==> src/fpa_pkg.sv <==
// ----------------------------------------------------------------------------
// fpa_pkg
// Shared types and mode codes for the fixed-point arithmetic unit.
// ----------------------------------------------------------------------------
package fpa_pkg;

  localparam int WORD_W = 32;

  localparam logic [3:0] MODE_ADD      = 4'd0;
  localparam logic [3:0] MODE_SUB      = 4'd1;
  localparam logic [3:0] MODE_MUL      = 4'd2;
  localparam logic [3:0] MODE_DIV      = 4'd3;
  localparam logic [3:0] MODE_MIN      = 4'd4;
  localparam logic [3:0] MODE_MAX      = 4'd5;
  localparam logic [3:0] MODE_INC      = 4'd6;
  localparam logic [3:0] MODE_DEC      = 4'd7;
  localparam logic [3:0] MODE_TO_INT   = 4'd8;
  localparam logic [3:0] MODE_FROM_INT = 4'd9;

  // information that rides along the divider chain
  typedef struct packed {
    logic [WORD_W-1:0] result;
    logic              less;
    logic              equal;
    logic              greater;
    logic              dz;
    logic              is_div;
    logic              neg;
  } fpa_side_t;

endpackage

==> src/fpa_div_cell.sv <==
// ----------------------------------------------------------------------------
// fpa_div_cell
// One restoring-division step: develops one quotient bit per cell.
// ----------------------------------------------------------------------------
module fpa_div_cell
  import fpa_pkg::*;
#(
  parameter int NUM_W = 40
) (
  input  logic              clk,
  input  logic              rst,
  input  logic              en,
  input  logic              in_valid,
  input  logic [WORD_W-1:0] in_rem,
  input  logic [NUM_W-1:0]  in_num,
  input  logic [WORD_W-1:0] in_divisor,
  input  fpa_side_t         in_side,
  output logic              out_valid,
  output logic [WORD_W-1:0] out_rem,
  output logic [NUM_W-1:0]  out_num,
  output logic [WORD_W-1:0] out_divisor,
  output fpa_side_t         out_side
);

  logic [WORD_W:0] shifted;
  logic [WORD_W:0] diff;
  logic            ge;

  always_comb begin
    shifted = {in_rem, in_num[NUM_W-1]};
    diff    = shifted - {1'b0, in_divisor};
    ge      = (shifted >= {1'b0, in_divisor});
  end

  always_ff @(posedge clk) begin
    if (rst) begin
      out_valid <= 1'b0;
    end else if (en) begin
      out_valid <= in_valid;
    end
  end

  always_ff @(posedge clk) begin
    if (en) begin
      out_rem     <= ge ? diff[WORD_W-1:0] : shifted[WORD_W-1:0];
      out_num     <= {in_num[NUM_W-2:0], ge};
      out_divisor <= in_divisor;
      out_side    <= in_side;
    end
  end

endmodule

==> config.mk <==
export PLATFORM = sky130hd
export DESIGN_NAME = fpa_div_cell
export DESIGN_NICKNAME = d
export VERILOG_FILES = /design/src/fpa_pkg.sv /design/src/fpa_div_cell.sv
export SDC_FILE = /design/constraint.sdc
export NUM_CORES = 1
export LEC_CHECK = 0
export BUFFER_PORTS_ARGS = -buffer_cell sky130_fd_sc_hd__buf_2
export CORE_UTILIZATION = 48
export DETAILED_ROUTE_END_ITERATION = 7
export GPL_TIMING_DRIVEN = 0
export PLACE_DENSITY = 0.78
export SYNTH_ARGS = -nofsm -noshare
export SYNTH_HDL_FRONTEND = slang
export SYNTH_SLANG_ARGS = --single-unit
==> constraint.sdc <==
create_clock -name clk -period 4.66 [get_ports clk]
set_input_delay 0.699 -clock clk [delete_from_list [all_inputs] [get_ports clk]]
set_output_delay 0.699 -clock clk [all_outputs]
set_load 0.05 [all_outputs]
# After elaboration in Yosys (flattened, before gate mapping)
# Cells that the tools add are included.
# classes
n_addsub,1
n_lt_le_gt_ge,1
muxes,1
# op_table
op,n
$ge A33 B32 Y1,1
$mux W32,1
$sub A32 B32 Y32,1
# word_totals
ff_bits,143
input_bits,146
out_inout_bits,143
elab_cells,14

# Depth between registers and ports, before layout
# depth
depth_word,2
mapped_depth,13
depth_no_buf,12

# Worst setup path before layout
# No wires, ideal clock.
# synth_path
kind,input port to flip-flop
startpoint,input port in_divisor[7]
endpoint,register out_rem[13] (data pin)
setup_time_ns,0.262
t_arrival_ns,3.208
required_time_ns,4.398
slack_ns,1.190
cell_stages,12
n_path_buf,2
cell_sequence,inv_1 ha_1 buf_2 nand4_1 or4_1 a21oi_1 nor3_1 a211oi_2 o21ai_2 o31ai_4 buf_4 mux2_1
# synth_via
elab_chain_len,2
elab_cells_between_ends,3
classes_between,add/sub: 1; order compare: 1; mux: 1
# synth_rtl
element,line_no,rtl
"start, declared",fpa_div_cell.sv:16,"input logic [WORD_W-1:0] in_divisor,"
$sub A32 B32 Y32 / $ge A33 B32 Y1 (equally long branches),"fpa_div_cell.sv:31, fpa_div_cell.sv:32",
$mux W32 (*),fpa_div_cell.sv:45,out_rem <= ge ? diff[WORD_W-1:0] : shifted[WORD_W-1:0];
"end signal, assigned",fpa_div_cell.sv:45,
"end, declared",fpa_div_cell.sv:19,"output logic [WORD_W-1:0] out_rem,"
# Mark *: on every way between the ends. The rest lies on a longest branch, timed or not.
# A chain may end at the register's enable or synchronous reset.

# Worst setup path after layout
# layout_path
startpoint,input port in_divisor[12]
endpoint,register out_rem[13] (data pin)
# Same word-level chain as after synthesis.

==> flow_metrics.env <==
export IMPL_status="finished, final reports clean"
export IMPL_start_util_pct=49.1
export IMPL_ys_types=49
export IMPL_reg2reg_setup_slack_ns=4.08
export IMPL_clkTransAtPathRegs_ns=0.06
export IMPL_fp_row_count=42
export IMPL_clock_sinks=143
export IMPL_wl_per_cell_um=17.9
export IMPL_yosysTopAreaCell="edfxtp_1"
export IMPL_drtIter0Drc=388
export IMPL_async_reset_ff_share_pct=0
export IMPL_cts_buffers=17
export IMPL_path_max_fanout=10
export IMPL_hp_class="input port to flip-flop"
export IMPL_netlist_area_um2=6510
export IMPL_p_per_area_nw_per_um2=441
export IMPL_crit_arrival_ns=3.89
export IMPL_avgSynthCellArea_um2=13.3
export IMPL_synth_edf_count=142
export IMPL_vdd_ir_drop_max_v=0.000263
export IMPL_synth_commonest_cells="edfxtp_1 (142), a21oi_1 (56), inv_1 (38)"
export IMPL_maxSlewHeadroom_pct=59.2
export IMPL_num_antenna_cells=0
export IMPL_antenna_left=0
export IMPL_finalCritPeriodShare_pct=80.0
export IMPL_grt_start_max_net_pins=101
export IMPL_slowest_delay_ns=0.55
export IMPL_synth_fp_nets=669
export IMPL_hold_end="out_valid"
export IMPL_synth_xor_area_share_pct=3.63
export IMPL_synth_warnings=0
export IMPL_vias=5186
export IMPL_cpMaxStageDelayCell="o31ai_4"
export IMPL_place_gp_congestion=0.861
export IMPL_area_growth_pct=34.5
export IMPL_core_region_area_um2=13200
export IMPL_io_buffers=288
export IMPL_cts_hold_fix_buffers=0
export IMPL_htreeDepth=4
export IMPL_cts_root_buf="clkbuf_16"
export IMPL_die_x_um=118
export IMPL_yosysSeqAreaShare_pct=65.8
export IMPL_synth_fa_ha_area_share_pct=6.46
export IMPL_drive_gt1_share_pct=42.2
export IMPL_clock_fmax_ghz=0.268
export IMPL_pre_cts_ws_ns=0.498
export IMPL_cts_tree="done"
export IMPL_yosys_mux_area_fraction_pct=2.04
export IMPL_period_needed_ns=3.73
export IMPL_ys_top_cells_by_area="edfxtp_1 (66%), ha_1 (6.2%), a21oi_1 (4.3%)"
export IMPL_die_area_um2=14000
export IMPL_worstPathRequired_ns=4.83
export IMPL_hold_ws_ns=0.427
export IMPL_min_delay_start="rst"
export IMPL_r2r_start="out_valid"
export IMPL_clock_skew_ns=0
export IMPL_hold_path_depth=2
export IMPL_fin_nets=977
export IMPL_syn_instance_count=490
export IMPL_fin_setup_tns_ns=0
export IMPL_path_cells="buf_2 -> inv_1 -> ha_1 -> clkbuf_1 -> nand4_1 -> or4_1 -> a21oi_1 -> nor3_1 -> a211oi_2 -> o21ai_2 -> o31ai_4 -> buf_4 -> mux2_1"
export IMPL_ctsResizeCount=0
export IMPL_place_detailed_hpwl_um=13300
export IMPL_rsz0062_at_grt="no"
export IMPL_ff2ff_path_depth=2
export IMPL_drc=0
export IMPL_maxCapViolCount=0
export IMPL_synthSimpleGateAreaFrac_pct=7.21
export IMPL_die_y_um=118
export IMPL_post_route_util_pct=66.1
export IMPL_hold_viol_final=0
export IMPL_slew_viol_final=0
export IMPL_clock_latency_ns=0.43
export IMPL_overflow=0
export IMPL_cts_setup_buffers=0
export IMPL_grt_pass1_vias=5086
export IMPL_fin_ws_ns=0.931
export IMPL_start_kind="input port"
export IMPL_path_class="input port to flip-flop"
export IMPL_synthFlopType="edfxtp_1"
export IMPL_ys_seq_elements=143
export IMPL_synth_compound_area_share_pct=11.2
export IMPL_synth_top_area_share_pct=65.5
export IMPL_antenna_found_initial=0
export IMPL_p_leak_uw=0.00390
export IMPL_io_pins=289
export IMPL_grt_usage_pct=25.4
export IMPL_clockBufferDepth=2
export IMPL_r2r_end="out_valid"
export IMPL_synth_top_family_by_area="compound AO/OA/AOI/OAI gates"
export IMPL_drt_wl_total_um=17700
export IMPL_synth_most_common_cell="edfxtp_1"
export IMPL_end_kind="flip-flop"
export IMPL_setup_viol=0
export IMPL_drtPass1Iterations=5
export IMPL_grt_pass1_wl_um=26800
export IMPL_via_per_inst=5.25
export IMPL_tightest_slew_ns=0.609
kinds of logic (layout without fill, tap and decap cells):
| family | Yosys count | in the layout |
|---|---|---|
| DFF | 143 | 143 |
| buffers and inverters | 56 | 377 |
| muxes | 12 | 12 |
| xor gates and xnor gates | 27 | 27 |
| AOI/OAI and AO/OA | 119 | 119 |
| adders and majority gates | 33 | 33 |
| and+or+nand+nor | 100 | 100 |
layout make-up:
cell class	count	area, um^2
Buffer	18	90.1
Clock buffer	17	425
Clock inverter	15	124
Fill cell	1021	4490
Inverter	38	143
Multi-Input combinational cell	291	1990
Sequential cell	143	4280
Tap cell	176	220
Timing Repair Buffer	289	1480
stage by stage:
stage	power (uW)	area, um^2	instances
6_report	3860	8750	987
3_3_place_gp	2600	8170	954
2_1_floorplan	2330	6510	490
3_5_place_dp	2620	8200	955
5_1_grt	3990	8750	987
4_1_cts	3880	8750	987
power breakdown:
part	internal, uW	total [uW]	switching [uW]
registers	1560	1590	28.9
clock network	694	1260	570
logic	266	1000	738
state kept, by name (all words and copies together) (netlist names):
name	cells
out_num	40
out_side	38
out_divisor	32
out_rem	32
out_valid	1
worst max-delay path: cells and delay by family:
| family | cells | cell delay, ns |
|---|---|---|
| AOI/OAI and AO/OA | 4 | 1.11 |
| and+or+nand+nor | 3 | 0.75 |
| buffers and inverters | 4 | 0.74 |
| muxes | 1 | 0.35 |
| adders and majority gates | 1 | 0.26 |
routing by layer:
metal / vias to the layer above / wire (um) / track usage [%]
li1: 2440 / - / -
met1: 2481 / 7150 / 30.6
met2: 234 / 8820 / 43.3
met3: 31 / 1300 / 7.63
met4: 0 / 384 / 9.10
met5: - / 0 / 0
cells in the final DEF (no fill, tap or decap), types with 3 or more instances in the layout:
master      instances
buf_4               3
o211ai_1            4
o21a_1              6
a21oi_1            56
nor2b_1             3
clkbuf_16          17
nand4_1             8
a21o_1             12
edfxtp_1          142
a211oi_1            3
xnor2_1            15
inv_1              38
mux2_2              6
buf_2             295
nand2b_1            3
o21bai_1            3
o21ai_0            16
nand3_1             8
xor2_1             12
a31oi_1             5
clkbuf_1            6
nand2_1            26
mux2_1              4
inv_6               7
ha_1               32
nor4_1              4
clkinvlp_4          4
nor2_1             36
worst max path at each step:
stage,from,end
3_5_place_dp,in_divisor[12],out_rem[23]
3_3_place_gp,in_divisor[12],out_rem[23]
4_1_cts,in_divisor[11],out_rem[13]
5_1_grt,in_divisor[12],out_rem[13]
6_report,in_divisor[12],out_rem[13]
2_1_floorplan,in_divisor[7],out_rem[13]
No activity file was read; power rests on OpenSTA's default activity.
