===== src/fpa_pkg.sv =====
// ----------------------------------------------------------------------------
// fpa_pkg
// Shared types and mode codes for the fixed-point arithmetic unit.
// ----------------------------------------------------------------------------
package fpa_pkg;

  localparam int WORD_W = 32;

  localparam logic [3:0] MODE_ADD      = 4'd0;
  localparam logic [3:0] MODE_SUB      = 4'd1;
  localparam logic [3:0] MODE_MUL      = 4'd2;
  localparam logic [3:0] MODE_DIV      = 4'd3;
  localparam logic [3:0] MODE_MIN      = 4'd4;
  localparam logic [3:0] MODE_MAX      = 4'd5;
  localparam logic [3:0] MODE_INC      = 4'd6;
  localparam logic [3:0] MODE_DEC      = 4'd7;
  localparam logic [3:0] MODE_TO_INT   = 4'd8;
  localparam logic [3:0] MODE_FROM_INT = 4'd9;

  // information that rides along the divider chain
  typedef struct packed {
    logic [WORD_W-1:0] result;
    logic              less;
    logic              equal;
    logic              greater;
    logic              dz;
    logic              is_div;
    logic              neg;
  } fpa_side_t;

endpackage


===== src/fpa_front.sv =====
// ----------------------------------------------------------------------------
// fpa_front
// Two-stage front end: multiply, compare, simple modes, divide operand setup.
// ----------------------------------------------------------------------------
module fpa_front
  import fpa_pkg::*;
#(
  parameter int FRAC_BITS = 8,
  parameter int NUM_W     = WORD_W + FRAC_BITS
) (
  input  logic                     clk,
  input  logic                     rst,
  input  logic                     en,
  input  logic                     in_valid,
  input  logic [3:0]               mode,
  input  logic signed [WORD_W-1:0] operand_a,
  input  logic signed [WORD_W-1:0] operand_b,
  output logic                     valid,
  output fpa_side_t                side,
  output logic [NUM_W-1:0]         num,
  output logic [WORD_W-1:0]        divisor
);

  logic signed [2*WORD_W-1:0] prod_c;
  logic [WORD_W-1:0]          simple_c;
  logic [WORD_W-1:0]          a_mag;
  logic [WORD_W-1:0]          b_mag;
  fpa_side_t                  side_c;

  logic                       v1;
  logic                       is_mul1;
  logic [2*WORD_W-1:0]        prod1;
  fpa_side_t                  side1;
  logic [NUM_W-1:0]           num1;
  logic [WORD_W-1:0]          div1;

  always_comb begin
    prod_c = operand_a * operand_b;
    a_mag  = operand_a[WORD_W-1] ? WORD_W'(-operand_a) : WORD_W'(operand_a);
    b_mag  = operand_b[WORD_W-1] ? WORD_W'(-operand_b) : WORD_W'(operand_b);
    case (mode)
      MODE_ADD:      simple_c = WORD_W'(operand_a + operand_b);
      MODE_SUB:      simple_c = WORD_W'(operand_a - operand_b);
      MODE_MIN:      simple_c = (operand_b < operand_a) ? operand_b : operand_a;
      MODE_MAX:      simple_c = (operand_b > operand_a) ? operand_b : operand_a;
      MODE_INC:      simple_c = WORD_W'(operand_a + 32'sd1);
      MODE_DEC:      simple_c = WORD_W'(operand_a - 32'sd1);
      MODE_TO_INT:   simple_c = WORD_W'(operand_a >>> FRAC_BITS);
      MODE_FROM_INT: simple_c = WORD_W'(operand_a << FRAC_BITS);
      default:       simple_c = '0;
    endcase
  end

  always_comb begin
    side_c = side1;
    if (is_mul1) begin
      side_c.result = prod1[FRAC_BITS+WORD_W-1:FRAC_BITS];
    end
  end

  always_ff @(posedge clk) begin
    if (rst) begin
      v1    <= 1'b0;
      valid <= 1'b0;
    end else if (en) begin
      v1    <= in_valid;
      valid <= v1;
    end
  end

  always_ff @(posedge clk) begin
    if (en) begin
      is_mul1        <= (mode == MODE_MUL);
      prod1          <= prod_c;
      side1.result   <= simple_c;
      side1.less     <= (operand_a < operand_b);
      side1.equal    <= (operand_a == operand_b);
      side1.greater  <= (operand_a > operand_b);
      side1.is_div   <= (mode == MODE_DIV);
      side1.dz       <= (mode == MODE_DIV) && (operand_b == '0);
      side1.neg      <= operand_a[WORD_W-1] ^ operand_b[WORD_W-1];
      num1           <= {a_mag, {FRAC_BITS{1'b0}}};
      div1           <= b_mag;

      side           <= side_c;
      num            <= num1;
      divisor        <= div1;
    end
  end

endmodule


===== config.mk =====
export PLATFORM = sky130hd
export DESIGN_NAME = fpa_front
export DESIGN_NICKNAME = d
export VERILOG_FILES = /design/src/fpa_pkg.sv /design/src/fpa_front.sv
export SDC_FILE = /design/constraint.sdc
export NUM_CORES = 2
export LEC_CHECK = 0
export BUFFER_PORTS_ARGS = -buffer_cell sky130_fd_sc_hd__buf_2
export CAP_MARGIN = 5
export CORE_UTILIZATION = 25
export CTS_BUF_LIST = sky130_fd_sc_hd__clkbuf_8
export CTS_CLUSTER_SIZE = 30
export DETAILED_ROUTE_END_ITERATION = 8
export SLEW_MARGIN = 20
export SYNTH_ARGS = -nofsm -noshare
export SYNTH_HDL_FRONTEND = slang
export SYNTH_SLANG_ARGS = --single-unit

===== constraint.sdc =====
create_clock -name clk -period 23.1 [get_ports clk]
set_clock_uncertainty 0.15 [all_clocks]
set_input_delay 2.31 -clock clk [delete_from_list [all_inputs] [get_ports clk]]
set_output_delay 2.31 -clock clk [all_outputs]
set_load 0.01 [all_outputs]

### After elaboration in Yosys (flattened, before gate mapping)

Cells that the tools add are included.

| storage, ports and cells | value |
|---|---|
| bits in registers | 247 |
| output and inout port bits | 111 |
| logic and storage cells | 55 |

| cells by class | value |
|---|---|
| add/subtract/negate cells | 6 |
| equal/unequal tests | 10 |
| multipliers | 1 |
| $lt $le $gt $ge | 4 |
| mux-type cells | 6 |
| bitwise logic cells | 1 |
| reductions and logical operators | 3 |

Operator list:

| kind | number |
|---|---|
| 32-bit case mux with 8 select lines | 1 |
| 32-bit two-way mux | 3 |
| 32-bit > comparator | 2 |
| 32-bit less-than comparator | 2 |
| 32-bit negation | 2 |
| 31-bit two-way mux | 2 |
| 32-bit by 32-bit multiplier with 40-bit output | 1 |
| 32-bit by 2-bit adder with 32-bit output, second input constant | 1 |
| 32-bit adder | 1 |
| 32-bit equality test | 1 |
| 32-bit logical NOT | 1 |
| 32-bit by 2-bit subtractor with 32-bit output, second input constant | 1 |
| 32-bit subtractor | 1 |
| 4-bit by 3-bit equality test with 1-bit output, second input constant | 4 |
| 4-bit by 2-bit equality test with 1-bit output, second input constant | 2 |
| 4-bit equality test, second input constant | 2 |
| 4-bit by 1-bit equality test with 1-bit output, second input constant | 1 |
| 4-bit logical NOT | 1 |
| 1-bit logical AND | 1 |
| 1-bit XOR | 1 |

### Depth between registers and ports, before layout

| logic depth | value |
|---|---|
| depth after elaboration | 3 |
| gate-level depth with buffers | 29 |

### Worst setup path before layout

No wires, ideal clock.

| timing | value |
|---|---|
| kind | input to register |
| start | in operand_b[8] |
| end | reg prod1[33], data pin |
| setup slack | 13.642 ns |
| setup time | 0.258 ns |
| path buffers | 3 |
| stages on the path | 27 |
| arrival time | 9.050 ns |
| cell sequence | clkbuf_1 clkbuf_1 clkbuf_1 nand2_1 fa_1 inv_1 fa_1 fa_1 inv_1 fa_1 inv_1 fa_1 inv_1 fa_1 inv_1 fa_1 fa_1 ha_1 nand4_1 a211o_1 a21o_1 o311a_1 a21boi_0 o21ai_0 o31ai_1 a21oi_1 xnor2_1 |

| on the way | value |
|---|---|
| longest elaborated chain between the ends | 1 |

Ends and longest elaborated chain:

| what | RTL line | source |
|---|---|---|
| start: declaration | fpa_front.sv:17 | `input logic signed [WORD_W-1:0] operand_b,` |
| 32-bit by 32-bit multiplier with 40-bit output | fpa_front.sv:38 | `prod_c = operand_a * operand_b;` |
| via prod_c[33] | fpa_front.sv:24 | `logic signed [2*WORD_W-1:0] prod_c;` |
| end signal: assignment | fpa_front.sv:74 | `prod1 <= prod_c;` |
| end: declaration | fpa_front.sv:32 | `logic [2*WORD_W-1:0] prod1;` |

The timed path passes the listed nets, and every way through them passes these cells.
A chain may end at the register's enable or synchronous reset.

### Worst setup path in the final report

| timing | value |
|---|---|
| start | in operand_a[15] |
| end | reg prod1[39], data pin |

| on the way | value |
|---|---|
| longest elaborated chain between the ends | 1 |

Ends and longest elaborated chain:

| what | RTL line | source |
|---|---|---|
| start: declaration | fpa_front.sv:16 | `input logic signed [WORD_W-1:0] operand_a,` |
| 32-bit by 32-bit multiplier with 40-bit output | fpa_front.sv:38 |  |
| via prod_c[39] | fpa_front.sv:24 |  |

The timed path passes the listed nets, and every way through them passes these cells.

==> flow_summary.ini <==
[die]
io_pins = 183
start_util_pct = 25.2
die_area_mm2 = 0.150
num_rows = 141
coreArea_mm2 = 0.148
die_w_um = 387
die_h_um = 387

[logic_synthesis]
synth_compound_area_share_pct = 7.19
ys_seq_area_share_pct = 19.3
yosys_warnings = 0
syn_inst = 3800
yosysUniqueCellTypes = 80
synthSimpleGateAreaFrac_pct = 14.7
synth_ff_type = edfxtp_1
synth-edff-count = 237
synthesis.area_mm2 = 0.0371
synthArstFlopShare_pct = 0
synth_seq_cells = 239
synth_adder_area_share_pct = 42.8
synth_top_area_share_pct = 34.7
synth_xor_area_share_pct = 5.02
synth_top_family_by_area = adder cells
post-synth-top-area-cell = fa_1
synthTopCellsByArea = fa_1 35%, edfxtp_1 19%, ha_1 8.1%
syn_area_per_cell_um2 = 9.77
synthMuxAreaShare_pct = 1.29

[critical_path]
cp_data_required_time_ps = 23350
critPathSlowestCell = fa_1
crit_chain = buf_2 > buf_4 > and2_1 > fa_1 > fa_1 > fa_1 > inv_1 > fa_1 > inv_1 > fa_1 > fa_1 > fa_1 > fa_1 > ha_1 > nand2_1 > a211o_1 > a21o_1 > o311a_1 > a21oi_1 > o21ai_0 > nand2_1 > a211o_1 > a21oi_1 > xnor2_1
crit_type = input pin to flip-flop
arrival_ps = 9720
cp-end-kind = flip-flop
r2r_start = is_mul1$_DFFE_PP_
start_kind = input pin
r2r-end = side[26]$_DFFE_PP_
crit_path_frequent_cell = fa_1
crit_path_max_incr_delay_ps = 560
r2r_cells = 2
rrSetupSlack_ps = 21000
critPathMaxFanout = 22

[sta]
finalCritPeriodShare_pct = 41.0
slew_headroom_pct = 25.1
finalCriticalPeriod_ps = 9470
setup_violations = 0
tightest_slew_ps = 1100
rsz0062_at_grt = no
finalSetupTns_ps = 0
drv_slew = 0
layout_setup_ws_ps = 13630
finalHoldViolCount = 0
max_freq_mhz = 106

[clock_tree]
cts_hold_buffers = 0
clkLatencyLatePin_ps = 690
ctsResizeCount = 0
cts_tree = done
cts_buffer_depth = 3
htreeDepth = 2
clkTransAtPathRegs_ps = 70
clock_sinks = 239
cts_setup_buffers = 0
cts.root.buffer_cell = clkbuf_8
cts_buffers = 45

[grt]
antenna_found_initial = 9
grt_pass1_wl_um = 178000
grtUsageTotal_pct = 15.6
grt_max_degree = 150
grt_overflow = 0
grt_pass1_vias = 28300

[cells_and_area]
final.fill_count = 15500
mostFrequentLayoutCells = 740 x inv_1, 644 x fa_1, 407 x nand2_1
drive_above_1_share_pct = 8.69
finalNetCount = 4801
layout_commonest_cell = inv_1
syn2layout_area_growth_pct = 9.98
fin_area_mm2 = 0.0408

[hold_path]
hold_depth = 0
hp-start = num1[17]$_DFFE_PP_
holdPathEnd = num[17]$_DFFE_PP_
holdCritPathClass = flip-flop to flip-flop

[drt]
routed_wl_um = 117000
ant_nets = 0
drt_iter0_drc = 2055
post_drt_wl_per_cell_um = 20.1
viasPerCell = 4.66
firstDrtPassIters = 7
vias = 27100
drc = 0

[flow_run]
cap_violations = 0

[placed_design]
post-place-ws_ps = 12960
postPlaceCellArea_mm2 = 0.0399
place.gp.congestion = 0.926
dpl.hpwl_um = 88600
portBuffers = 174

[run_status]
outcome = completed
layer usage:
layer | GRT usage (%) | wire [µm] | vias up
li1 | - | - | 11900
met1 | 19.4 | 46800 | 14000
met2 | 26.5 | 57100 | 973
met3 | 3.44 | 8800 | 233
met4 | 5.47 | 4280 | 16
met5 | 0 | 100 | -
per-stage QoR:
stage	instances	util, %	hold WS, ps
final	5813	27.7	239
after global routing	5810	27.7	260
after CTS	5810	27.7	232
after detailed placement	5729	27.1	255
after global placement	5729	27.1	254
after floorplan	3807	-	250
cells by family after synthesis:
kind of cell | count (synthesis)
fa+ha+maj | 883
buf+inv | 958
other cells | 1
xor+xnor | 212
mux | 44
compound gates | 395
flops | 239
simple gates | 1068
state kept, by name, indices dropped and copies added (netlist names):
| register | cells |
|---|---|
| div1 | 32 |
| num | 32 |
| num1 | 32 |
| is_mul1 | 1 |
| valid | 1 |
| side1 | 38 |
| side | 38 |
| divisor | 32 |
| v1 | 1 |
| prod1 | 32 |
synthesized netlist by cell type, types with 9 or more instances:
| library cell | n |
|---|---|
| a31oi_1 | 10 |
| xor2_1 | 49 |
| or3_1 | 18 |
| inv_1 | 729 |
| a21o_1 | 39 |
| a211oi_1 | 9 |
| o21bai_1 | 12 |
| nand3_1 | 35 |
| nor2b_1 | 10 |
| o31ai_1 | 16 |
| edfxtp_1 | 237 |
| o21a_1 | 16 |
| a22oi_1 | 16 |
| nor2_1 | 106 |
| buf_1 | 15 |
| clkbuf_1 | 200 |
| mux2i_1 | 12 |
| and2_1 | 386 |
| a222oi_1 | 16 |
| mux2_2 | 32 |
| ha_1 | 239 |
| nand2_1 | 407 |
| nand2b_1 | 25 |
| o21ai_0 | 74 |
| fa_1 | 644 |
| xnor2_1 | 162 |
| a221o_1 | 15 |
| nor3_1 | 21 |
| a221oi_1 | 9 |
| a21oi_1 | 105 |
cell type report:
class                           count  area, µm²  area share [%]
Antenna cell                        3       7.51          0.0184
Clock inverter                     35        259           0.634
Sequential cell                   239       7160            17.5
Multi-Input combinational cell   2610      26400            64.6
Tap cell                         1930       2410            5.91
Inverter                          732       2750            6.73
Clock buffer                       46        633            1.55
Timing Repair Buffer              218       1220            3.00
how the worst max path moves through the flow:
stage | startpoint | end | depth (start not counted)
3_3_place_gp | operand_b[8] | prod1[39]$_DFFE_PP_ | 26
3_5_place_dp | operand_b[8] | prod1[37]$_DFFE_PP_ | 26
2_1_floorplan | operand_b[8] | prod1[33]$_DFFE_PP_ | 27
5_1_grt | operand_a[15] | prod1[37]$_DFFE_PP_ | 23
6_report | operand_a[15] | prod1[39]$_DFFE_PP_ | 24
4_1_cts | operand_a[15] | prod1[39]$_DFFE_PP_ | 24
critical path, delay by kind of cell:
| kind | cells | cell delay, ps |
|---|---|---|
| compound gates | 7 | 1640 |
| simple gates | 3 | 510 |
| xor+xnor | 1 | 80 |
| fa+ha+maj | 9 | 4200 |
| buf+inv | 4 | 930 |
Power is left out: the tool's default activity adds up to more than one toggle a clock period on the data nets, which glitch-free logic cannot reach.
