$ cat src/fpa_pkg.sv
// ----------------------------------------------------------------------------
// fpa_pkg
// Shared types and mode codes for the fixed-point arithmetic unit.
// ----------------------------------------------------------------------------
package fpa_pkg;

  localparam int WORD_W = 32;

  localparam logic [3:0] MODE_ADD      = 4'd0;
  localparam logic [3:0] MODE_SUB      = 4'd1;
  localparam logic [3:0] MODE_MUL      = 4'd2;
  localparam logic [3:0] MODE_DIV      = 4'd3;
  localparam logic [3:0] MODE_MIN      = 4'd4;
  localparam logic [3:0] MODE_MAX      = 4'd5;
  localparam logic [3:0] MODE_INC      = 4'd6;
  localparam logic [3:0] MODE_DEC      = 4'd7;
  localparam logic [3:0] MODE_TO_INT   = 4'd8;
  localparam logic [3:0] MODE_FROM_INT = 4'd9;

  // information that rides along the divider chain
  typedef struct packed {
    logic [WORD_W-1:0] result;
    logic              less;
    logic              equal;
    logic              greater;
    logic              dz;
    logic              is_div;
    logic              neg;
  } fpa_side_t;

endpackage

$ cat src/fpa_back.sv
// ----------------------------------------------------------------------------
// fpa_back
// Quotient sign fixup, result select and output register with skid buffer.
// ----------------------------------------------------------------------------
module fpa_back
  import fpa_pkg::*;
(
  input  logic                     clk,
  input  logic                     rst,
  input  logic                     in_valid,
  input  logic [WORD_W-1:0]        quot,
  input  fpa_side_t                in_side,
  output logic                     en,
  output logic                     out_valid,
  input  logic                     out_stall,
  output logic signed [WORD_W-1:0] result,
  output logic                     a_less,
  output logic                     a_equal,
  output logic                     a_greater,
  output logic                     divide_by_zero
);

  fpa_side_t         word_c;
  fpa_side_t         skid;
  logic              skid_valid;
  logic              out_free;

  always_comb begin
    word_c = in_side;
    if (in_side.dz) begin
      word_c.result = '0;
    end else if (in_side.is_div) begin
      word_c.result = in_side.neg ? (~quot + WORD_W'(1)) : quot;
    end
    out_free = !out_valid || !out_stall;
    en       = !skid_valid;
  end

  always_ff @(posedge clk) begin
    if (rst) begin
      out_valid  <= 1'b0;
      skid_valid <= 1'b0;
    end else if (skid_valid) begin
      if (out_free) begin
        out_valid  <= 1'b1;
        skid_valid <= 1'b0;
      end
    end else if (in_valid) begin
      if (out_free) begin
        out_valid <= 1'b1;
      end else begin
        skid_valid <= 1'b1;
      end
    end else if (out_free) begin
      out_valid <= 1'b0;
    end
  end

  always_ff @(posedge clk) begin
    if (skid_valid) begin
      if (out_free) begin
        result         <= skid.result;
        a_less         <= skid.less;
        a_equal        <= skid.equal;
        a_greater      <= skid.greater;
        divide_by_zero <= skid.dz;
      end
    end else if (in_valid) begin
      if (out_free) begin
        result         <= word_c.result;
        a_less         <= word_c.less;
        a_equal        <= word_c.equal;
        a_greater      <= word_c.greater;
        divide_by_zero <= word_c.dz;
      end else begin
        skid <= word_c;
      end
    end
  end

endmodule

$ cat config.mk
export PLATFORM = sky130hd
export DESIGN_NAME = fpa_back
export DESIGN_NICKNAME = d
export VERILOG_FILES = /design/src/fpa_pkg.sv /design/src/fpa_back.sv
export SDC_FILE = /design/constraint.sdc
export NUM_CORES = 1
export LEC_CHECK = 0
export ABC_AREA = 1
export ABC_CLOCK_PERIOD_IN_PS = 2950
export BUFFER_PORTS_ARGS = -buffer_cell sky130_fd_sc_hd__buf_2
export CAP_MARGIN = 30
export CORE_AREA = 2 2 126 128
export CTS_CLUSTER_SIZE = 8
export DETAILED_ROUTE_END_ITERATION = 8
export DIE_AREA = 0 0 128 130
export PLACE_DENSITY_LB_ADDON = 0.2
export SYNTH_ARGS = -nofsm -noshare
export SYNTH_HDL_FRONTEND = slang
export SYNTH_SLANG_ARGS = --single-unit
$ cat constraint.sdc
create_clock -name clk -period 2.95 [get_ports clk]
set_input_delay 0 -clock clk [delete_from_list [all_inputs] [get_ports clk]]
set_output_delay 0 -clock clk [all_outputs]
set_load 0.02 [all_outputs]
======== After elaboration in Yosys (flattened, before gate mapping) ========
Index checks and enable logic that the tools add are counted.
operators by class
  add/subtract/negate cells ............... 1
  $mul .................................... 0
  divide/modulo/power cells ............... 0
  $lt $le $gt $ge ......................... 0
  eq/ne operators ......................... 0
  shift operators ......................... 0
  muxes and demuxes ....................... 30
  bitwise logic cells ..................... 3
  reductions and logical operators ........ 8
operator list
  cell                   number
  $mux 32                7
  $add 32x1->32 const B  1
  $not 32->32            1
  $mux 1                 23
  $logic_not 1->1        3
  $reduce_and 3->1       1
  $reduce_bool 3->1      1
  $not 1->1              2
  $reduce_and 2->1       1
  $reduce_bool 2->1      1
  $logic_or 1x1->1       1
storage, ports and cells
  register bits after elaboration ......... 74
  bits in latches ......................... 0
  RAM bits ................................ 0
  memory bits (read-only) ................. 0
  output and inout bits ................... 38
  logic and storage cells ................. 54
  memories ................................ 0

======== Depth between registers and ports, before layout ========
Gate-level depths: netlist (run 1).
  word-level depth ........................ 8
  gate-level depth with buffers ........... 12
  mapped depth without buffers ............ 11

======== Worst setup path before layout (run 1) ========
Ideal clock, no wire load.
  path kind ............................... flip-flop to flip-flop
  start ................................... reg skid_valid
  end ..................................... reg a_equal (enable)
  arrival time ............................ 2.595 ns
  slack ................................... -0.086 ns
  stages on the path, launching flop included .. 5
  path buffers ............................ 2
  clock period less this slack ............ 3.036 ns
  cell sequence ........................... dfxtp_1 clkbuf_1 clkbuf_1 nor2_1 a21oi_1
on the way
  word-level cells in the longest chain between the ends .. 2
RTL lines
  item                         RTL line        text
  start: declaration           fpa_back.sv:25  logic skid_valid;
  start signal: assignment     fpa_back.sv:42  skid_valid <= 1'b0;
  start signal: assignment     fpa_back.sv:46  skid_valid <= 1'b0;
  start signal: assignment     fpa_back.sv:52  skid_valid <= 1'b1;
  $reduce_bool 2->1 (no line)  -
  $reduce_and 2->1 (no line)   -
  end signal: assignment       fpa_back.sv:64  a_equal <= skid.equal;
  end signal: assignment       fpa_back.sv:72  a_equal <= word_c.equal;
  end: declaration             fpa_back.sv:18  output logic a_equal,
Every way passes these cells.
A chain may end at the register's enable or synchronous reset.

======== Worst setup path in the final report (run 1) ========
  start ................................... reg skid_valid
  end ..................................... reg result[27] (enable)
on the way
  word-level cells in the longest chain between the ends .. 2
RTL lines
  item                         RTL line        text
  $reduce_bool 2->1 (no line)  -
  $reduce_and 2->1 (no line)   -
  end signal: assignment       fpa_back.sv:62  result <= skid.result;
  end signal: assignment       fpa_back.sv:70  result <= word_c.result;
  end: declaration             fpa_back.sv:16  output logic signed [WORD_W-1:0] result,
Every way passes these cells.

==> results.md, run 1 <==
* Tightest Pin Transition at 0.9642 ns
* Port Buffers at 111
* Adder-Cell Fraction of Synth Area at 0.002802
* Clock Tree Buf Depth at 2
* Slowest CP cell: buf_4
* Post-DP Area at 5179 um^2
* Mux cell area share after synthesis at 0
* DR iter-0 viols at 274
* Final period util at 0.6081
* DR WL/cell at 15.13 um
* Post-synth ARST share at 0
* Num rows at 46
* CP bufs+invs at 2
* CP arrival at 1.79 ns
* Sequential area share after synthesis at 0.4931
* Layout cell share with drive strength beyond 1 at 0.2758
* Slew HR at 0.3572
* Static leakage at 2.498 nW
* PnR worst setup slack at 1.156 ns
* #FFs+latches synth at 74
* Chip height at 130 um
* Crit. End Element: flop
* Final wirelength at 12890 um
* Post-DP HPWL at 9949 um
* Reg2reg end: result[27]
* Hold Path Cell Cnt at 3
* Xor/xnor share of the synthesized area at 0
* Vias in the first global route at 3837
* Max-slew violations at 0
* R2R setup slack at 1.16 ns
* Tmin final at 1.794 ns
* Critical path fanouts, max at 27
* CTS tree: built
* Initial Util at 0.2895
* Initial antenna violation count at 0
* Finished Core Util at 0.3585
* Fmax at 0.5574 GHz
* TNS Setup at 0 ns
* CP peak stage delay at 0.41 ns
* Die ar. at 16640 um^2
* DR vias at 3960
* # H-tree levels at 3
* Sink of the worst hold path: skid_valid
* Worst r2r src: skid_valid
* Worst hold path type: input port to flop
* Placer Congestion at 0.8566
* Gr usage total at 0.1595
* Setup Skew at 0.006605 ns
* YS warnings at 0
* Final number of hold-violating endpoints at 0
* Reg2Reg Depth at 4
* Startpoint Class: flop
* Netlist cell types at 32
* Maxcap violations at 0
* Cell family with most CP delay: buffers and inverters
* PD cells at 511.3 nW/um^2
* # IOs at 112
* Synth Flop Type: edfxtp_1
* Largest net degree at the start of global routing at 51
* Clock sink count at 74
* Syn_area_per_cell at 8.194 um^2
* Mapped Nets at 620
* Hold Slack at 0.05187 ns
* Root Driver: clkbuf_16
* Cell Area, Synth at 4466 um^2
* Total CTS buffers at 9
* Status: finished clean
* Worst-path cell chain: buf_4 -> nor2_1 -> a21oi_4 -> buf_4
* Final setup vio count at 0
* DRT antenna net count at 0
* Hold path startpoint: out_stall
* Remaining DRCs at 0
* First-pass GRT wire length at 20490 um
* DP Worst Slack at 1.125 ns
* Post-synthesis simple-gate area fraction at 0.3598
* VDD IR max at 0.2564 mV
* Syn-to-layout area delta at 23.84%
* Post-synthesis compound-gate area fraction at 0.06360
* Clock Latency Late Sink at 0.34 ns
* RSZ-0062 raised after global routing: false
* Post-synth EDFFs at 72
* Largest family of logic cells by synthesized area: simple AND/OR/NAND/NOR gates
* Cell mode on critical path: buf_4
* Fill count at 1641
* CTS resizes at 0
* Die width at 128 um
* Overflow after GRT at 0
* Vias/cell at 4.648
* Drt first pass iters at 5
* Post-Syn Instances at 545
* Core region area at 15420 um^2
* WS Path Type: flop to flop
* Clock slew at reported path FFs at 0.06 ns
* Final #Nets at 730
* Worst path required time at 2.95 ns
* Number of diodes at 0
* Final Cell Area at 5530 um^2
[sequential cells by signal (all words and copies together) (netlist names)]
register	count
divide_by_zero	1
result	32
skid	36
skid_valid	1
a_greater	1
a_less	1
a_equal	1
out_valid	1
[layout by cell type (no fill, tap or decap), types with 3 or more instances in the layout]
| cell type | instances |
|---|---|
| a31oi_1 | 7 |
| a21oi_1 | 5 |
| nand3_2 | 12 |
| nor2_1 | 55 |
| nand3b_1 | 7 |
| dlygate4sd3_1 | 5 |
| nand4_1 | 13 |
| clkbuf_16 | 9 |
| inv_2 | 5 |
| nor2_2 | 7 |
| o21ai_0 | 27 |
| edfxtp_1 | 72 |
| buf_2 | 111 |
| nand3_1 | 64 |
| nand2_1 | 154 |
| nand2_2 | 8 |
| nor2_4 | 3 |
| o21ai_1 | 10 |
| inv_1 | 51 |
| or2_2 | 7 |
| buf_4 | 6 |
[metrics by stage]
stage	instances	total power, mW
6_report	852	2.827
3_5_place_dp	831	1.727
3_3_place_gp	831	1.722
2_1_floorplan	545	1.551
5_1_grt	852	2.955
4_1_cts	852	2.858
[cells by family after synthesis]
group                      Yosys count
buffers and inverters               80
and+or+nand+nor                    338
DFF                                 74
adders and majority gates            1
AOI/OAI and AO/OA                   52
[layout make-up]
cell class | instances | area (um^2) | area share
Sequential cell | 74 | 2202 | 0.3982
Multi-Input combinational cell | 391 | 1922 | 0.3475
Timing Repair Buffer | 122 | 650.6 | 0.1176
Tap cell | 192 | 240.2 | 0.04344
Clock buffer | 9 | 225.2 | 0.04072
Inverter | 57 | 214.0 | 0.03869
Clock inverter | 7 | 76.32 | 0.01380
[timing repair]
item,in CTS,in global routing
setup buffers,0,0
hold endpoints to repair,8,0
hold buffers,5,0
endpoints found under the setup margin,0,0
[synth_stat cells, types with 3 or more instances]
cell	instances	area, um^2
nand3_2	12	120.1
nand3b_1	7	52.55
o21ai_0	27	135.1
nor2_2	7	43.79
buf_6	3	33.78
buf_4	4	30.03
inv_1	51	191.4
clkbuf_1	10	37.54
nand2_2	8	50.05
nand2_1	154	578.1
edfxtp_1	72	2162
nor2_1	56	210.2
a31oi_1	7	43.79
buf_2	5	25.02
nand3_1	64	320.3
nand4_1	13	81.33
or2_2	7	43.79
a21oi_1	6	30.03
o21ai_1	10	50.05
inv_2	5	18.77
[worst max path at each step]
stage | endpoint | cells after the start | start | slack (ns)
floorplan | skid[10] | 5 | skid_valid | 0.16
finish | result[27] | 4 | skid_valid | 1.16
global route | result[22] | 4 | skid_valid | 1.0
detailed placement | result[27] | 4 | skid_valid | 1.12
CTS | result[22] | 4 | skid_valid | 1.11
global placement | result[24] | 4 | skid_valid | 1.17
[per-layer routing]
| metal | vias to the layer above | wire length, um | track usage | share of wire |
|---|---|---|---|---|
| met5 | - | 0 | 0 | 0 |
| met4 | 0 | 202 | 0.05236 | 0.016 |
| met3 | 16 | 646 | 0.02255 | 0.050 |
| met2 | 88 | 5936 | 0.2539 | 0.46 |
| met1 | 1817 | 6107 | 0.2250 | 0.47 |
| li1 | 2039 | - | - | - |
[tightest hold or removal path, stage by stage]
cell and delay [ns]:
buf_2 0.12, nand2_1 0.14, nor3_1 0.08
[report_power, final]
group | switching [mW] | internal (mW)
Clock | 0.462 | 0.661
Sequential | 0.0144 | 1.22
Combinational | 0.313 | 0.152
Total | 0.789 | 2.04
Note: power is estimated with default switching activity, not from simulation.
==> run 2, diff against run 1 <==
Settings changed: ABC_CLOCK_PERIOD_IN_PS 2950 to 1800.
Clock period 2.95 ns to 1.8 ns, I/O delays scaled along.
==> results.md, run 2 (synthesized netlist as in run 1, its figures left out) <==
* Status: finished clean
* Largest net degree at the start of global routing at 46 (-9.8%)
* Commonest non-fill, non-tap cells in the layout: nand2_1, buf_2, edfxtp_1, nand3_1, nor2_1
* Clock sink count at 74 (unchanged)
* Crit path to: out_valid
* Top flop regs: skid (36), result (32)
* Maxcap violations at 0 (unchanged)
* Max-slew violations at 0 (unchanged)
* Vias in the first global route at 3848 (+0.29%)
* # H-tree levels at 3 (unchanged)
* Number of diodes at 0 (unchanged)
* First-pass GRT wire length at 20420 um (-0.34%)
* Final Power at 4.757 mW (+68%)
* Crit. End Element: flop
* PD cells at 844.5 nW/um^2 (+65%)
* DR iter-0 viols at 282 (+2.9%)
* Placer Congestion at 0.8478 (-1.0%)
* Clock Tree Buf Depth at 2 (unchanged)
* CP arrival at 1.68 ns (-0.11 ns)
* Placed cell count at 836 (+0.60%)
* Fmax at 0.6875 GHz (+23%)
* Biggest register: skid
* Critical path fanouts, max at 6 (-78%)
* Reg2reg end: out_valid
* Worst path required time at 2.02 ns (-0.93 ns)
* Max reg flops at 36 (unchanged)
* Final number of hold-violating endpoints at 0 (unchanged)
* TNS Setup at 0 ns (unchanged)
* Finished Core Util at 0.3652 (+0.006652)
* DRT antenna net count at 0 (unchanged)
* Die width at 128 um (unchanged)
* PnR worst setup slack at 0.3455 ns (-0.8105 ns)
* Num rows at 46 (unchanged)
* Core region area at 15420 um^2 (unchanged)
* Fin cells at 858 (+0.70%)
* CP startpoint: skid_valid
* Reg2Reg Depth at 3 (-1)
* Tmin final at 1.455 ns (-0.3395 ns)
* Initial Util at 0.2895 (unchanged)
* RSZ-0062 raised after global routing: false
* Final setup vio count at 0 (unchanged)
* Root Driver: clkbuf_16
* Commonest non-fill, non-tap cell in the layout: nand2_1
* Post-DP HPWL at 9974 um (+0.25%)
* Static leakage at 2.547 nW (+2.0%)
* Clock slew at reported path FFs at 0.06 ns (about the same)
* Tightest Pin Transition at 0.4872 ns (-0.4770 ns)
* WS Path Type: flop to flop
* Port Buffers at 111 (unchanged)
* Post-CTS setup buffer count at 0 (unchanged)
* Slew HR at 0.6748 (+0.3177)
* Chip height at 130 um (unchanged)
* Drt first pass iters at 7 (+2)
* Startpoint Class: flop
* Initial antenna violation count at 0 (unchanged)
* CTS tree: built
* Clock Latency Late Sink at 0.33 ns (about the same)
* Final #Nets at 736 (+0.82%)
* R2R setup slack at 0.35 ns (-0.81 ns)
* DR vias at 4060 (+2.5%)
* Final period util at 0.8081 (+0.1999)
* Overflow after GRT at 0 (unchanged)
* DP Worst Slack at 0.2221 ns (-0.9028 ns)
* Worst hold path type: input port to flop
* Setup Skew at 0.004002 ns (-0.002603 ns)
* Remaining DRCs at 0 (unchanged)
* Vias/cell at 4.732 (+1.8%)
* Gr usage total at 0.1605 (+0.001013)
* CTS resizes at 0 (unchanged)
* Die ar. at 16640 um^2 (unchanged)
* DR WL/cell at 15.29 um (+1.0%)
* Worst r2r src: skid_valid
* # IOs at 112 (unchanged)
* Syn-to-layout area delta at 26.14%
* Fill count at 1622 (-1.2%)
* Final wirelength at 13120 um (+1.7%)
* Layout cell share with drive strength beyond 1 at 0.2808 (+0.005023)
* Total CTS buffers at 9 (unchanged)
* VDD IR max at 0.4022 mV (+57%)
==> run 2: changes by cell type in the layout (fill, tap and decap cells not counted) <==
cell           before  now
bufinv_16           1    2
inv_6               2    1
clkbuf_1            0    1
clkinv_1            2    1
clkinv_4            2    1
dlygate4sd3_1       5    6
clkinv_2            0    1
buf_4               6    8
buf_12              0    3
==> run 2: per-stage QoR <==
| stage | hold WS (ns) | area, um^2 |
|---|---|---|
| floorplan | 0.06907 | 4488 |
| global placement | 0.1736 | 5254 |
| detailed placement | 0.1802 | 5254 |
| CTS | 0.02612 | 5633 |
| global route | 0.06208 | 5633 |
| finish | 0.04837 | 5633 |
==> run 2: layer usage <==
layer	up-vias	global-route usage	routed length, um
met2	92	0.2570	6202
met4	0	0.05559	247
met5	-	0	0
li1	2053	-	-
met3	18	0.03034	456
met1	1897	0.2192	6210
==> run 2: worst min-delay path by stage <==
stage | cells after the start | start | end
finish | 3 | out_stall | skid_valid
global route | 3 | out_stall | skid_valid
CTS | 3 | out_stall | skid_valid
detailed placement | 2 | rst | out_valid
global placement | 2 | rst | out_valid
floorplan | 1 | rst | out_valid
==> run 2: power breakdown <==
| part | internal (mW) | leakage [nW] | switching (mW) |
|---|---|---|---|
| Sequential | 2.01 | 0.707 | 0.0243 |
| Clock | 1.22 | 0.153 | 0.722 |
| Combinational | 0.269 | 1.69 | 0.516 |
| Total | 3.49 | 2.55 | 1.26 |
==> run 2: repair_timing <==
action | CTS | global route
hold endpoints to repair | 8 | 0
endpoints found under the setup margin | 0 | 0
hold buffers | 6 | 0
==> run 2: critical path, stage by stage, from the launching register on <==
cell and delay (ns):
dfxtp_1 0.37, nor2_1 0.30, a21oi_1 0.11, dlygate4sd3_1 0.57
==> run 2: area by class of cell <==
class | count | area, um^2 | share of cell area
well taps | 192 | 240.2 | 0.04265
inverters | 57 | 214.0 | 0.03798
clock inverters | 6 | 90.09 | 0.01599
multi-input cells | 391 | 1922 | 0.3412
clock buffers | 10 | 229.0 | 0.04065
flip-flops and latches | 74 | 2202 | 0.3909
repair buffers | 128 | 735.7 | 0.1306
